[config.mk]
export PLATFORM = sky130hd
export DESIGN_NAME = linear_congruence_solver_core
export DESIGN_NICKNAME = d
export VERILOG_FILES = /design/src/hw/rtl/lcs_pkg.sv /design/src/hw/rtl/linear_congruence_solver_core.sv /design/src/hw/rtl/lcs_datapath.sv /design/src/hw/rtl/lcs_controller.sv /design/src/hw/rtl/lcs_initdiv.sv
export SDC_FILE = /design/constraint.sdc
export NUM_CORES = 2
export LEC_CHECK = 0
export BUFFER_PORTS_ARGS = -buffer_cell sky130_fd_sc_hd__buf_4
export CAP_MARGIN = 20
export CORE_ASPECT_RATIO = 1.75
export CORE_UTILIZATION = 58
export DETAILED_ROUTE_END_ITERATION = 8
export GPL_ROUTABILITY_DRIVEN = 1
export PLACE_DENSITY = 0.76
export SLEW_MARGIN = 20
export SYNTH_ARGS = -nofsm -noshare
export SYNTH_HDL_FRONTEND = slang
export SYNTH_SLANG_ARGS = --single-unit
[constraint.sdc]
create_clock -name clk -period 13.3 [get_ports clk]
set_clock_uncertainty 0.2 [all_clocks]
set_input_delay 1.33 -clock clk [delete_from_list [all_inputs] [get_ports clk]]
set_output_delay 1.33 -clock clk [all_outputs]
set_load 0.02 [all_outputs]
[src/hw/rtl/lcs_pkg.sv]
// Shared types and constants of the linear congruence solver.
package lcs_pkg;

  localparam int DEFAULT_WIDTH = 32;
  localparam int STATUS_W      = 2;

  localparam logic [STATUS_W-1:0] STATUS_SOLVED  = 2'd0;
  localparam logic [STATUS_W-1:0] STATUS_NOSOL   = 2'd1;
  localparam logic [STATUS_W-1:0] STATUS_INVALID = 2'd2;

  typedef enum logic [4:0] {
    OP_NONE,
    OP_LOAD,
    OP_GCD_AB,
    OP_GCD_N,
    OP_DIV_R,
    OP_DIV_SEL,
    OP_DIV_AN,
    OP_DIV_BN,
    OP_DIV_STEP,
    OP_GCD_ADV,
    OP_QSTORE,
    OP_EE_INIT,
    OP_EE_ADV,
    OP_MUL_STEP,
    OP_EE_T,
    OP_FIN_MUL,
    OP_OUT_INVALID,
    OP_OUT_NOSOL,
    OP_OUT_SOLVED
  } op_t;

  typedef enum logic [1:0] {
    SEL_A,
    SEL_B,
    SEL_N
  } sel_t;

  typedef struct packed {
    op_t  op;
    sel_t sel;
  } cmd_t;

  typedef struct packed {
    logic invalid;
    logic r1_zero;
    logic r0_one;
    logic my_zero;
    logic out_free;
  } stat_t;

  typedef enum logic [3:0] {
    S_IDLE,
    S_CHECK,
    S_G_TEST,
    S_G_DIV,
    S_G_ADV,
    S_Q_START,
    S_Q_STORE,
    S_EE_INIT,
    S_E_TEST,
    S_E_ADV,
    S_E_T,
    S_FIN_MUL,
    S_DIV,
    S_MUL,
    S_DONE
  } state_t;

  typedef enum logic [1:0] {
    PH_G1,
    PH_G2,
    PH_G3
  } phase_t;

endpackage

[src/hw/rtl/linear_congruence_solver_core.sv]
// Top level of the linear congruence solver: controller and datapath.
//
// Solves coef_a * x = rhs_b (mod modulus_n) for unsigned WIDTH-bit values.
// Input channel (s_*): one word carries coef_a, rhs_b and modulus_n; it is
// accepted when s_tvalid and s_tready are both high. Output channel (m_*):
// one word per input carries status, solution, reduced_modulus and inverse.
// The block works on one word at a time; s_tready is low from the cycle after
// an accept until the block is idle again. Every division runs on the one
// shared bit-serial divider. Each step of the three gcd loops is one
// division, six divisions are fixed (five scalings and a mod n), a solved
// word adds b mod n, and each extended Euclid step and the final product add
// a modular multiply. The latency is data dependent. Invalid input (a or n
// zero) goes from the check straight to the result. The result sits in an
// output register, so a new word is accepted in the cycle after a result
// is written, even while it still waits; a stalled receiver holds the result
// stable, and the block finishes its next item and then waits for the
// register to free up. Synchronous reset clears the controller and
// drops m_tvalid; no result is pending after reset.
module linear_congruence_solver_core #(
  parameter int WIDTH = lcs_pkg::DEFAULT_WIDTH
) (
  input  logic clk,
  input  logic rst,
  input  logic s_tvalid,
  output logic s_tready,
  // coef_a, rhs_b, modulus_n from bit 0 up, zero padded to whole bytes.
  input  logic [((3*WIDTH+7)/8)*8-1:0] s_tdata,
  output logic m_tvalid,
  input  logic m_tready,
  // status, solution, reduced_modulus, inverse from bit 0 up, zero padded.
  output logic [((3*WIDTH+lcs_pkg::STATUS_W+7)/8)*8-1:0] m_tdata
);

  localparam int IN_W    = 3 * WIDTH;
  localparam int OUT_W   = lcs_pkg::STATUS_W + 3 * WIDTH;
  localparam int OUT_PAD = ((OUT_W + 7) / 8) * 8 - OUT_W;

  lcs_pkg::cmd_t   cmd;
  lcs_pkg::stat_t  stat;
  logic [OUT_W-1:0] out_data;

  lcs_controller #(.WIDTH(WIDTH)) u_ctl (
    .clk      (clk),
    .rst      (rst),
    .in_valid (s_tvalid),
    .in_ready (s_tready),
    .stat     (stat),
    .cmd      (cmd)
  );

  lcs_datapath #(.WIDTH(WIDTH), .IN_W(IN_W), .OUT_W(OUT_W)) u_dp (
    .clk       (clk),
    .rst       (rst),
    .cmd       (cmd),
    .stat      (stat),
    .in_data   (s_tdata[IN_W-1:0]),
    .out_data  (out_data),
    .out_valid (m_tvalid),
    .out_ready (m_tready)
  );

  generate
    if (OUT_PAD > 0) begin : g_pad
      assign m_tdata = {{OUT_PAD{1'b0}}, out_data};
    end else begin : g_nopad
      assign m_tdata = out_data;
    end
  endgenerate

endmodule

[src/hw/rtl/lcs_datapath.sv]
// Datapath of the solver: working registers, bit-serial divider, modular multiplier, result word.
module lcs_datapath #(
  parameter int WIDTH = lcs_pkg::DEFAULT_WIDTH,
  parameter int IN_W  = 3 * WIDTH,
  parameter int OUT_W = lcs_pkg::STATUS_W + 3 * WIDTH
) (
  input  logic                clk,
  input  logic                rst,
  input  lcs_pkg::cmd_t       cmd,
  output lcs_pkg::stat_t      stat,
  input  logic [IN_W-1:0]     in_data,
  output logic [OUT_W-1:0]    out_data,
  output logic                out_valid,
  input  logic                out_ready
);

  logic [WIDTH-1:0] ra, rb, rn, r0, r1, t0, t1;
  logic [WIDTH-1:0] dd, rem, dv;
  logic [WIDTH-1:0] mx, my, acc;
  logic [WIDTH:0]   rem_w;
  logic             q_bit;
  logic [WIDTH-1:0] sel_val, acc_add, mx_dbl, q_red, t_sub;

  function automatic logic [WIDTH-1:0] add_mod(input logic [WIDTH-1:0] x,
                                               input logic [WIDTH-1:0] y,
                                               input logic [WIDTH-1:0] m);
    logic [WIDTH-1:0] gap;
    gap = m - y;
    return (x >= gap) ? (x - gap) : (x + y);
  endfunction

  always_comb begin
    rem_w   = {rem, dd[WIDTH-1]};
    q_bit   = (rem_w >= {1'b0, dv});
    acc_add = add_mod(acc, mx, rn);
    mx_dbl  = add_mod(mx, mx, rn);
    q_red   = (dd >= rn) ? (dd - rn) : dd;
    t_sub   = (t0 >= acc) ? (t0 - acc) : (t0 + (rn - acc));
    case (cmd.sel)
      lcs_pkg::SEL_A: sel_val = ra;
      lcs_pkg::SEL_B: sel_val = rb;
      default:        sel_val = rn;
    endcase
  end

  assign stat.invalid  = (ra == '0) || (rn == '0);
  assign stat.r1_zero  = (r1 == '0);
  assign stat.r0_one   = (r0 == WIDTH'(1));
  assign stat.my_zero  = (my == '0);
  assign stat.out_free = !out_valid || out_ready;

  always_ff @(posedge clk) begin
    case (cmd.op)
      lcs_pkg::OP_LOAD: begin
        ra <= in_data[0 +: WIDTH];
        rb <= in_data[WIDTH +: WIDTH];
        rn <= in_data[2*WIDTH +: WIDTH];
      end
      lcs_pkg::OP_GCD_AB: begin
        r0 <= ra;
        r1 <= rb;
      end
      lcs_pkg::OP_GCD_N: r1 <= rn;
      lcs_pkg::OP_DIV_R: begin
        dd <= r0; dv <= r1; rem <= '0;
      end
      lcs_pkg::OP_DIV_SEL: begin
        dd <= sel_val; dv <= r0; rem <= '0;
      end
      lcs_pkg::OP_DIV_AN: begin
        dd <= ra; dv <= rn; rem <= '0;
      end
      lcs_pkg::OP_DIV_BN: begin
        dd <= rb; dv <= rn; rem <= '0;
      end
      lcs_pkg::OP_DIV_STEP: begin
        rem <= q_bit ? WIDTH'(rem_w - {1'b0, dv}) : rem_w[WIDTH-1:0];
        dd  <= {dd[WIDTH-2:0], q_bit};
      end
      lcs_pkg::OP_GCD_ADV: begin
        r0 <= r1;
        r1 <= rem;
      end
      lcs_pkg::OP_QSTORE: begin
        case (cmd.sel)
          lcs_pkg::SEL_A: ra <= dd;
          lcs_pkg::SEL_B: rb <= dd;
          default: begin
            // The reduced a and b are already stored, so their gcd starts here.
            rn <= dd;
            r0 <= ra;
            r1 <= rb;
          end
        endcase
      end
      lcs_pkg::OP_EE_INIT: begin
        r0 <= rn;
        r1 <= rem;
        t0 <= '0;
        t1 <= (rn > WIDTH'(1)) ? WIDTH'(1) : '0;
      end
      lcs_pkg::OP_EE_ADV: begin
        r0  <= r1;
        r1  <= rem;
        mx  <= q_red;
        my  <= t1;
        acc <= '0;
      end
      lcs_pkg::OP_MUL_STEP: begin
        if (my[0]) begin
          acc <= acc_add;
        end
        mx <= mx_dbl;
        my <= my >> 1;
      end
      lcs_pkg::OP_EE_T: begin
        t0 <= t1;
        t1 <= t_sub;
      end
      lcs_pkg::OP_FIN_MUL: begin
        mx  <= t0;
        my  <= rem;
        acc <= '0;
      end
      default: ;
    endcase
  end

  // Result word and its valid flag.
  always_ff @(posedge clk) begin
    if (rst) begin
      out_valid <= 1'b0;
    end else begin
      case (cmd.op)
        lcs_pkg::OP_OUT_INVALID: begin
          out_valid <= 1'b1;
          out_data  <= {{(3*WIDTH){1'b0}}, lcs_pkg::STATUS_INVALID};
        end
        lcs_pkg::OP_OUT_NOSOL: begin
          out_valid <= 1'b1;
          out_data  <= {{WIDTH{1'b0}}, rn, {WIDTH{1'b0}}, lcs_pkg::STATUS_NOSOL};
        end
        lcs_pkg::OP_OUT_SOLVED: begin
          out_valid <= 1'b1;
          out_data  <= {t0, rn, acc, lcs_pkg::STATUS_SOLVED};
        end
        default: begin
          if (out_ready) begin
            out_valid <= 1'b0;
          end
        end
      endcase
    end
  end

endmodule

[src/hw/rtl/lcs_controller.sv]
// Sequencing state machine of the solver.
module lcs_controller #(
  parameter int WIDTH = lcs_pkg::DEFAULT_WIDTH
) (
  input  logic           clk,
  input  logic           rst,
  input  logic           in_valid,
  output logic           in_ready,
  input  lcs_pkg::stat_t stat,
  output lcs_pkg::cmd_t  cmd
);

  localparam int CNT_W = $clog2(WIDTH);

  lcs_pkg::state_t state, state_next, ret, ret_next;
  lcs_pkg::phase_t phase, phase_next;
  lcs_pkg::sel_t   sel, sel_next;
  logic [CNT_W-1:0] cnt, cnt_next;
  logic             div_last;
  lcs_pkg::cmd_t    cmd_seq;

  assign div_last = (cnt == CNT_W'(WIDTH - 1));

  always_ff @(posedge clk) begin
    if (rst) begin
      state <= lcs_pkg::S_IDLE;
      ret   <= lcs_pkg::S_IDLE;
      phase <= lcs_pkg::PH_G1;
      sel   <= lcs_pkg::SEL_A;
      cnt   <= '0;
    end else begin
      state <= state_next;
      ret   <= ret_next;
      phase <= phase_next;
      sel   <= sel_next;
      cnt   <= cnt_next;
    end
  end

  // Next state.
  always_comb begin
    state_next = state;
    ret_next   = ret;
    phase_next = phase;
    sel_next   = sel;
    cnt_next   = cnt;
    case (state)
      lcs_pkg::S_IDLE: begin
        if (in_valid) begin
          state_next = lcs_pkg::S_CHECK;
        end
      end
      lcs_pkg::S_CHECK: begin
        if (stat.invalid) begin
          state_next = lcs_pkg::S_DONE;
        end else begin
          phase_next = lcs_pkg::PH_G1;
          state_next = lcs_pkg::S_G_TEST;
        end
      end
      lcs_pkg::S_G_TEST: begin
        if (!stat.r1_zero) begin
          ret_next   = lcs_pkg::S_G_ADV;
          state_next = lcs_pkg::S_DIV;
        end else begin
          case (phase)
            lcs_pkg::PH_G1: begin
              phase_next = lcs_pkg::PH_G2;
              state_next = lcs_pkg::S_G_TEST;
            end
            default: begin
              sel_next   = lcs_pkg::SEL_A;
              state_next = lcs_pkg::S_Q_START;
            end
          endcase
        end
      end
      lcs_pkg::S_G_ADV:   state_next = lcs_pkg::S_G_TEST;
      lcs_pkg::S_Q_START: begin
        ret_next   = lcs_pkg::S_Q_STORE;
        state_next = lcs_pkg::S_DIV;
      end
      lcs_pkg::S_Q_STORE: begin
        if (sel == lcs_pkg::SEL_A) begin
          sel_next   = lcs_pkg::SEL_B;
          state_next = lcs_pkg::S_Q_START;
        end else if (sel == lcs_pkg::SEL_B && phase == lcs_pkg::PH_G2) begin
          sel_next   = lcs_pkg::SEL_N;
          state_next = lcs_pkg::S_Q_START;
        end else if (phase == lcs_pkg::PH_G2) begin
          phase_next = lcs_pkg::PH_G3;
          state_next = lcs_pkg::S_G_TEST;
        end else begin
          state_next = lcs_pkg::S_EE_INIT;
        end
      end
      lcs_pkg::S_EE_INIT: begin
        // First pass runs the divide of a by n, the second seeds the loop.
        if (ret == lcs_pkg::S_EE_INIT) begin
          state_next = lcs_pkg::S_E_TEST;
        end else begin
          ret_next   = lcs_pkg::S_EE_INIT;
          state_next = lcs_pkg::S_DIV;
        end
      end
      lcs_pkg::S_E_TEST: begin
        if (!stat.r1_zero) begin
          ret_next   = lcs_pkg::S_E_ADV;
          state_next = lcs_pkg::S_DIV;
        end else if (stat.r0_one) begin
          ret_next   = lcs_pkg::S_FIN_MUL;
          state_next = lcs_pkg::S_DIV;
        end else begin
          state_next = lcs_pkg::S_DONE;
        end
      end
      lcs_pkg::S_E_ADV: begin
        ret_next   = lcs_pkg::S_E_T;
        state_next = lcs_pkg::S_MUL;
      end
      lcs_pkg::S_E_T: state_next = lcs_pkg::S_E_TEST;
      lcs_pkg::S_FIN_MUL: begin
        ret_next   = lcs_pkg::S_DONE;
        state_next = lcs_pkg::S_MUL;
      end
      lcs_pkg::S_DIV: begin
        if (div_last) begin
          cnt_next   = '0;
          state_next = ret;
        end else begin
          cnt_next = cnt + CNT_W'(1);
        end
      end
      lcs_pkg::S_MUL: begin
        if (stat.my_zero) begin
          state_next = ret;
        end
      end
      lcs_pkg::S_DONE: begin
        if (stat.out_free) begin
          state_next = lcs_pkg::S_IDLE;
        end
      end
      default: state_next = lcs_pkg::S_IDLE;
    endcase
  end

  // Commands to the datapath.
  always_comb begin
    in_ready    = 1'b0;
    cmd_seq.op  = lcs_pkg::OP_NONE;
    cmd_seq.sel = sel;
    case (state)
      lcs_pkg::S_IDLE: begin
        in_ready = 1'b1;
        if (in_valid) begin
          cmd_seq.op = lcs_pkg::OP_LOAD;
        end
      end
      lcs_pkg::S_CHECK: begin
        if (!stat.invalid) begin
          cmd_seq.op = lcs_pkg::OP_GCD_AB;
        end
      end
      lcs_pkg::S_G_TEST: begin
        if (!stat.r1_zero) begin
          cmd_seq.op = lcs_pkg::OP_DIV_R;
        end else if (phase == lcs_pkg::PH_G1) begin
          cmd_seq.op = lcs_pkg::OP_GCD_N;
        end
      end
      lcs_pkg::S_G_ADV:   cmd_seq.op = lcs_pkg::OP_GCD_ADV;
      lcs_pkg::S_Q_START: cmd_seq.op = lcs_pkg::OP_DIV_SEL;
      lcs_pkg::S_Q_STORE: begin
        cmd_seq.op = lcs_pkg::OP_QSTORE;
      end
      lcs_pkg::S_EE_INIT: cmd_seq.op = lcs_pkg::OP_NONE;
      lcs_pkg::S_E_TEST: begin
        if (!stat.r1_zero) begin
          cmd_seq.op = lcs_pkg::OP_DIV_R;
        end else if (stat.r0_one) begin
          cmd_seq.op = lcs_pkg::OP_DIV_BN;
        end
      end
      lcs_pkg::S_E_ADV:   cmd_seq.op = lcs_pkg::OP_EE_ADV;
      lcs_pkg::S_E_T:     cmd_seq.op = lcs_pkg::OP_EE_T;
      lcs_pkg::S_FIN_MUL: cmd_seq.op = lcs_pkg::OP_FIN_MUL;
      lcs_pkg::S_DIV:     cmd_seq.op = lcs_pkg::OP_DIV_STEP;
      lcs_pkg::S_MUL: begin
        if (!stat.my_zero) begin
          cmd_seq.op = lcs_pkg::OP_MUL_STEP;
        end
      end
      lcs_pkg::S_DONE: begin
        if (stat.out_free) begin
          if (stat.invalid) begin
            cmd_seq.op = lcs_pkg::OP_OUT_INVALID;
          end else if (ret == lcs_pkg::S_DONE) begin
            cmd_seq.op = lcs_pkg::OP_OUT_SOLVED;
          end else begin
            cmd_seq.op = lcs_pkg::OP_OUT_NOSOL;
          end
        end
      end
      default: cmd_seq.op = lcs_pkg::OP_NONE;
    endcase
    // In the third phase the store of the reduced b also issues the quotient store.
    if (state == lcs_pkg::S_Q_STORE && sel != lcs_pkg::SEL_A &&
        phase == lcs_pkg::PH_G3) begin
      cmd_seq.op = lcs_pkg::OP_QSTORE;
    end
  end

  lcs_initdiv u_init (
    .state   (state),
    .ret     (ret),
    .cmd_in  (cmd_seq),
    .cmd_out (cmd)
  );

endmodule

[src/hw/rtl/lcs_initdiv.sv]
// Step that forms a mod n and seeds the extended Euclid registers.
module lcs_initdiv (
  input  lcs_pkg::state_t state,
  input  lcs_pkg::state_t ret,
  input  lcs_pkg::cmd_t   cmd_in,
  output lcs_pkg::cmd_t   cmd_out
);

  // Entering the init step first runs a divide of a by n, then seeds the
  // Euclid registers when that divide returns.
  always_comb begin
    cmd_out = cmd_in;
    if (state == lcs_pkg::S_EE_INIT) begin
      cmd_out.op = (ret == lcs_pkg::S_EE_INIT) ? lcs_pkg::OP_EE_INIT
                                               : lcs_pkg::OP_DIV_AN;
    end
  end

endmodule

; ---- Word-level counts from Yosys, hierarchy flattened
; Index checks and enable logic that the tools add are counted.
[op_classes]
eq_ne = 57
magnitude_cmp = 6
n_reduce_logical = 47
n_addsub = 11
bitwise_logic = 1
muxes = 76
shift = 0
div_mod_pow = 0
n_mul = 0
[ops]
columns = cell, n
row1 = 32-bit case mux with 2 select lines, 8
row2 = 32-bit 2-to-1 mux, 11
row3 = 98-bit case mux with 3 select lines, 1
row4 = 32-bit case mux with 3 select lines, 3
row5 = 32-bit case mux with 4 select lines, 2
row6 = 32-bit subtractor, 7
row7 = 32-bit case mux with 5 select lines, 1
row8 = 32-bit greater-or-equal comparator, 4
row9 = 32-bit logical NOT, 4
row10 = 32-bit adder, 3
row11 = 5-bit case mux with 13 select lines, 1
row12 = 4-bit 2-to-1 mux, 15
row13 = 4-bit case mux with 13 select lines, 1
row14 = "5-bit by 4-bit == test with 1-bit output, second input constant", 8
row15 = 5-bit 2-to-1 mux, 7
row16 = 33-bit by 32-bit greater-or-equal comparator with 1-bit output, 1
row17 = "32-bit by 1-bit == test with 1-bit output, second input constant", 1
row18 = "4-bit == test, second input constant", 8
row19 = "32-bit by 1-bit greater-than comparator with 1-bit output, second input constant", 1
row20 = 2-bit 2-to-1 mux, 14
row21 = 4-bit case mux with 6 select lines, 1
row22 = "2-bit inequality test, second input constant", 11
row23 = "4-bit by 3-bit == test with 1-bit output, second input constant", 5
row24 = "5-bit by 3-bit == test with 1-bit output, second input constant", 4
row25 = 32 further kinds, 76
[word_totals]
input_bits = 100
romBits = 0
out_inout_bits = 106
latchBits = 0
n_memories = 0
register_bits = 532
word_cells = 218
ramBits = 0

; ---- Depth between registers and ports, before layout
[logic_depth]
depth_word = 11
depth_mapped = 28
mapped_depth_nobuf = 26

; ---- By module
; Synthesis repeated with hierarchy kept, for this count alone.
[hier_totals]
hier_cells = 4198
hier_area_um2 = 38811.0
[by_module_without_submodules]
columns = mod, instances, seq_area_each_um2, area_per_inst_um2, cells_each
row1 = lcs_datapath, 1, 15454.8, 37395.9, 4009
row2 = lcs_controller, 1, 340.3, 1266.2, 170
row3 = lcs_initdiv, 1, 0.0, 100.1, 12
row4 = linear_congruence_solver_core, 1, 0.0, 48.8, 7

; ---- Worst setup path before layout
; OpenSTA, ideal clock, no wires.
[synth_timing]
kind = input -> register
from = input m_tready
to = register u_dp.out_data[0] (enable)
cell_stages = 3
setup_ns = 0.565
setup_slack_ns = 6.559
t_arrival_ns = 5.976
n_path_buf = 0
required_ns = 12.535
path_cell_list = nand2b_1 nor2b_1 nor2b_1
[synth_via]
elab_chain_len = 8
word_cells_on_any_way = 10
cone_classes = eq/ne: 3 / mux: 4 / reduce/logical: 3
[synth_lines]
columns = item, line_no
row1 = from (decl), linear_congruence_solver_core.sv:29  ; input logic m_tready,
row2 = 1-bit logical OR (*), lcs_datapath.sv:50  ; assign stat.out_free = !out_valid || out_ready;
row3 = 5-bit 2-to-1 mux (*), lcs_controller.sv:195  ; if (stat.out_free) begin
row4 = 5-bit case mux with 13 select lines (*), lcs_controller.sv:153  ; case (state)
row5 = 5-bit 2-to-1 mux (*), lcs_controller.sv:208  ; if (state == lcs_pkg::S_Q_STORE && sel != lcs_pkg::SEL_A &&
row6 = 5-bit 2-to-1 mux (*), lcs_initdiv.sv:13  ; if (state == lcs_pkg::S_EE_INIT) begin
row7 = 5-bit == test, lcs_datapath.sv:134  ; case (cmd.op)
row8 = 3-bit nonzero test (no source line) (*), n/a
row9 = 2-bit AND reduction (no source line) (*), n/a
row10 = to (signal assigned), lcs_datapath.sv:137  ; out_data <= {{(3*WIDTH){1'b0}}, lcs_pkg::STATUS_INVALID};
row11 = to (signal assigned), lcs_datapath.sv:141  ; out_data <= {{WIDTH{1'b0}}, rn, {WIDTH{1'b0}}, lcs_pkg::STATUS_NOSOL};
row12 = to (signal assigned), lcs_datapath.sv:145  ; out_data <= {t0, rn, acc, lcs_pkg::STATUS_SOLVED};
row13 = to (decl), lcs_datapath.sv:12  ; output logic [OUT_W-1:0] out_data,
; Mark *: on every way between the ends. The rest lies on a longest branch, timed or not.
; A chain may end at the register's enable or synchronous reset.

; ---- Worst setup path in the final report
[layout_timing]
from = register u_dp.rn[0]
to = register u_dp.mx[14], data pin
[layout_via]
elab_chain_len = 9
word_cells_on_any_way = 19
cone_classes = add/sub: 3 / order compare: 2 / eq/ne: 3 / mux: 9 / reduce/logical: 2
[layout_lines]
columns = item, line_no
row1 = from (decl), lcs_datapath.sv:17  ; logic [WIDTH-1:0] ra, rb, rn, r0, r1, t0, t1;
row2 = from (signal assigned), lcs_datapath.sv:57  ; rn <= in_data[2*WIDTH +: WIDTH];
row3 = "parallel branches: the longest is 8 deep, another holds 32-bit subtractor", n/a
row4 = 32-bit case mux with 3 select lines (*), lcs_datapath.sv:53  ; case (cmd.op)
row5 = to (signal assigned), lcs_datapath.sv:105  ; mx <= q_red;
row6 = to (signal assigned), lcs_datapath.sv:113  ; mx <= mx_dbl;
row7 = to (signal assigned), lcs_datapath.sv:121  ; mx <= t0;
row8 = to (decl), lcs_datapath.sv:19  ; logic [WIDTH-1:0] mx, my, acc;
; Mark *: on every way between the ends.

==> impl_results.md <==
- Initial antenna violation count: 10
- Clock sink total: 532
- Final setup viols: 0
- Setup TNS: 0 ns
- CTS Buffer Depth: 3
- Post_cts resized: 0
- TritonCTS clock tree: built
- VDD IR-drop max: 0.000177 V
- Starting Density: approximately three fifths
- DP Wirelength: 111000 µm
- Max_cap viols: 0
- Synth area leader: edfxtp_1
- Gpl congestion: between 1 and 1.5
- Top cell type's share of synthesized area: 40.4%
- Final #Nets: 4647
- Initial DRC Count: roughly 3.7k
- Buffers added on ports: 199
- Critical Path RT: 13.52 ns
- Area grow syn2layout: 11.0%
- Vias/cell: 6.65
- Arr. time, crit path: 7.44 ns
- Sequential fraction of the synthesis area: between 40% and 50%
- I/O pin count: between 200 and 250
- CP endpoint kind: flop
- Hold Crit Depth: 2
- # DRC: 0
- GRT Total Usage: 43.2%
- CP Max Fanout: 34
- Drt first pass iters: 7
- Clock transition at the registers of the reported paths: around 0.070 ns
- Worst Tran Pin Value: approximately 1.3 ns
- Synth Register Bits: 532
- Clk root buf: clkbuf_16
- Most frequent cell after synthesis: nand2_1
- Fmax: 139 MHz
- Std-Cell Rows: between 100 and 150
- Max_slew headroom: between 10% and 20%
- Clock buffer count from CTS: 49
- Reg2reg path depth: 26
- Min Tclk post-route: 7.22 ns
- Final Hold Viols: 0
- Fin crit share: 54.3%
- RSZ-0062 raised after global routing: no
- Antenna viol nets, final: 0
- Hold slack: 0.272 ns
- Number of max-slew violations in the final report: 0
- Post-synth EDFFs: ~500
- Synth cell types: 89
- Cells taking the most area after synthesis: edfxtp_1 (40%), ha_1 (8.2%), nand2_1 (5.6%), inv_1 (3.5%), a21oi_1 (3.4%)
- Synth Warn #: 0
- Post-synthesis cell count: about 4.1k
- Placed cell area: 40700 µm²
- Async SR Flop Fraction: 0%
- Final instance area: between 40000 and 50000 µm²
- Synthesized area: 38200 µm²
- Status: completed
- Tightest Hold Check Type: reg -> reg
- Finished Core Util: around two thirds
- Via count: 34.5k
- Share of cells above drive strength 1: a little under a tenth
- Grt total ovfl: 0
- Latest clock arrival within the worst-skew pair: around 0.67 ns
- DRT Wirelength: 144000 µm
- Largest net degree at the start of global routing: a little under 80
- Top cells by count, synth: nand2_1 (569), edfxtp_1 (514), inv_1 (358), nor2_1 (303), a21oi_1 (262)
- First-pass GRT wire length: 212000 µm
- Die Area: 67000 µm²
- Mean Syn Cell Area: 9.27 µm²
- Top FF cell, synth: edfxtp_1
- Static leakage: between 15 and 20 nW
- Core Area: about 65000 µm²
- CTS Hold Buffers Added: 0
- Die X: 196 µm
- PwrDens: roughly 230 nW/µm²
- H-tree depth: 2
- Critical Path Source Type: flop
- Number of global-route vias before repair: 34.0k
- CP Class: reg -> reg
- Post-CTS setup buffers: 0
- Routed len/inst: about 28 µm
- Vert. Die Dim: 342 µm
## state kept, by name (all words and copies together) (netlist names), 32 cells and up
name / count
u_dp.ra: 32
u_dp.r0: 32
u_dp.acc: 32
u_dp.dd: 32
u_dp.r1: 32
u_dp.out_data: 98
u_dp.mx: 32
u_dp.rem: 32
u_dp.my: 32
u_dp.dv: 32
u_dp.rn: 32
u_dp.t1: 32
u_dp.t0: 32
u_dp.rb: 32
## kinds of logic after synthesis
logic type	synth area share [%]
flops	41.3
buf+inv	5.39
mux	2.63
fa+ha+maj	10.3
compound gates	19.0
simple gates	16.5
other cells	0.00981
xor+xnor	4.81
## worst max-delay path: stages, from the launching register on
cell and delay, ns:
edfxtp_1 0.55, inv_1 0.17, ha_1 0.18, inv_1 0.06, fa_1 0.42, a211oi_2 0.28, o21bai_2 0.17, a31oi_4 0.26
nand4_2 0.17, nand3_1 0.15, a41oi_1 0.15, o21ai_0 0.27, a21oi_1 0.12, o21ai_0 0.28, nand2b_1 0.14, xnor2_1 0.26
ha_1 0.36, a21o_1 0.19, a21o_1 0.18, a21o_1 0.18, a211oi_1 0.40, o21ai_0 0.24, a31oi_4 0.55, buf_4 0.48
mux2i_1 0.28, o22ai_1 0.10, a21o_1 0.18
## metal layers
layer / wire, µm / up-vias / global-route usage [%]
li1: - / 15300 / -
met1: 45700 / 16300 / 44.5
met2: 67700 / 2143 / 72.2
met3: 13200 / 763 / 8.60
met4: 17700 / 6 / 43.3
met5: 37 / - / 0
## layout by cell type, fill, tap and decap left out, types with 95 or more instances in the layout
cell / netlist / layout
a21o_1: 126 / 125
a21oi_1: 262 / 258
a22oi_1: 99 / 99
buf_4: 8 / 252
edfxtp_1: 514 / 514
ha_1: 252 / 252
inv_1: 358 / 357
mux2i_1: 95 / 95
nand2_1: 569 / 569
nor2_1: 303 / 293
o21ai_0: 201 / 199
xnor2_1: 126 / 126
## report_power, final
group | total [mW] | switching (mW) | internal [mW] | leakage [nW]
clock network | 1.53 | 0.696 | 0.832 | 0.816
logic | 5.23 | 3.27 | 1.96 | 12.4
registers | 3.00 | 0.536 | 2.47 | 5.03
## path summary, 6_finish.rpt
check | start | endpoint | slack [ns]
worst max-delay path | u_dp.rn[0] | u_dp.mx[14] | 6.08
worst min-delay path | u_ctl.cnt[4] | u_ctl.cnt[4] | 0.27
worst max register to register | u_dp.rn[0] | u_dp.mx[14] | 6.08
worst min register to register | u_ctl.cnt[4] | u_ctl.cnt[4] | 0.27
## cell type report
cell class | instances | area (µm²)
Inverter | 362 | 1360
Antenna cell | 11 | 27.5
Clock buffer | 60 | 1280
Clock inverter | 32 | 400
Tap cell | 882 | 1100
Sequential cell | 532 | 15800
Timing Repair Buffer | 252 | 1890
Fill cell | 5574 | 22900
Multi-Input combinational cell | 3060 | 20600
## through the flow
stage	total power, mW	setup WS (ns)	instances
after global routing	10.2	5.64	5184
after floorplan	6.45	6.56	4130
after detailed placement	8.06	6.19	5088
after global placement	7.99	6.34	5088
final	9.76	6.08	5191
after CTS	9.58	6.17	5180
Power figures use the tool's default switching activity.
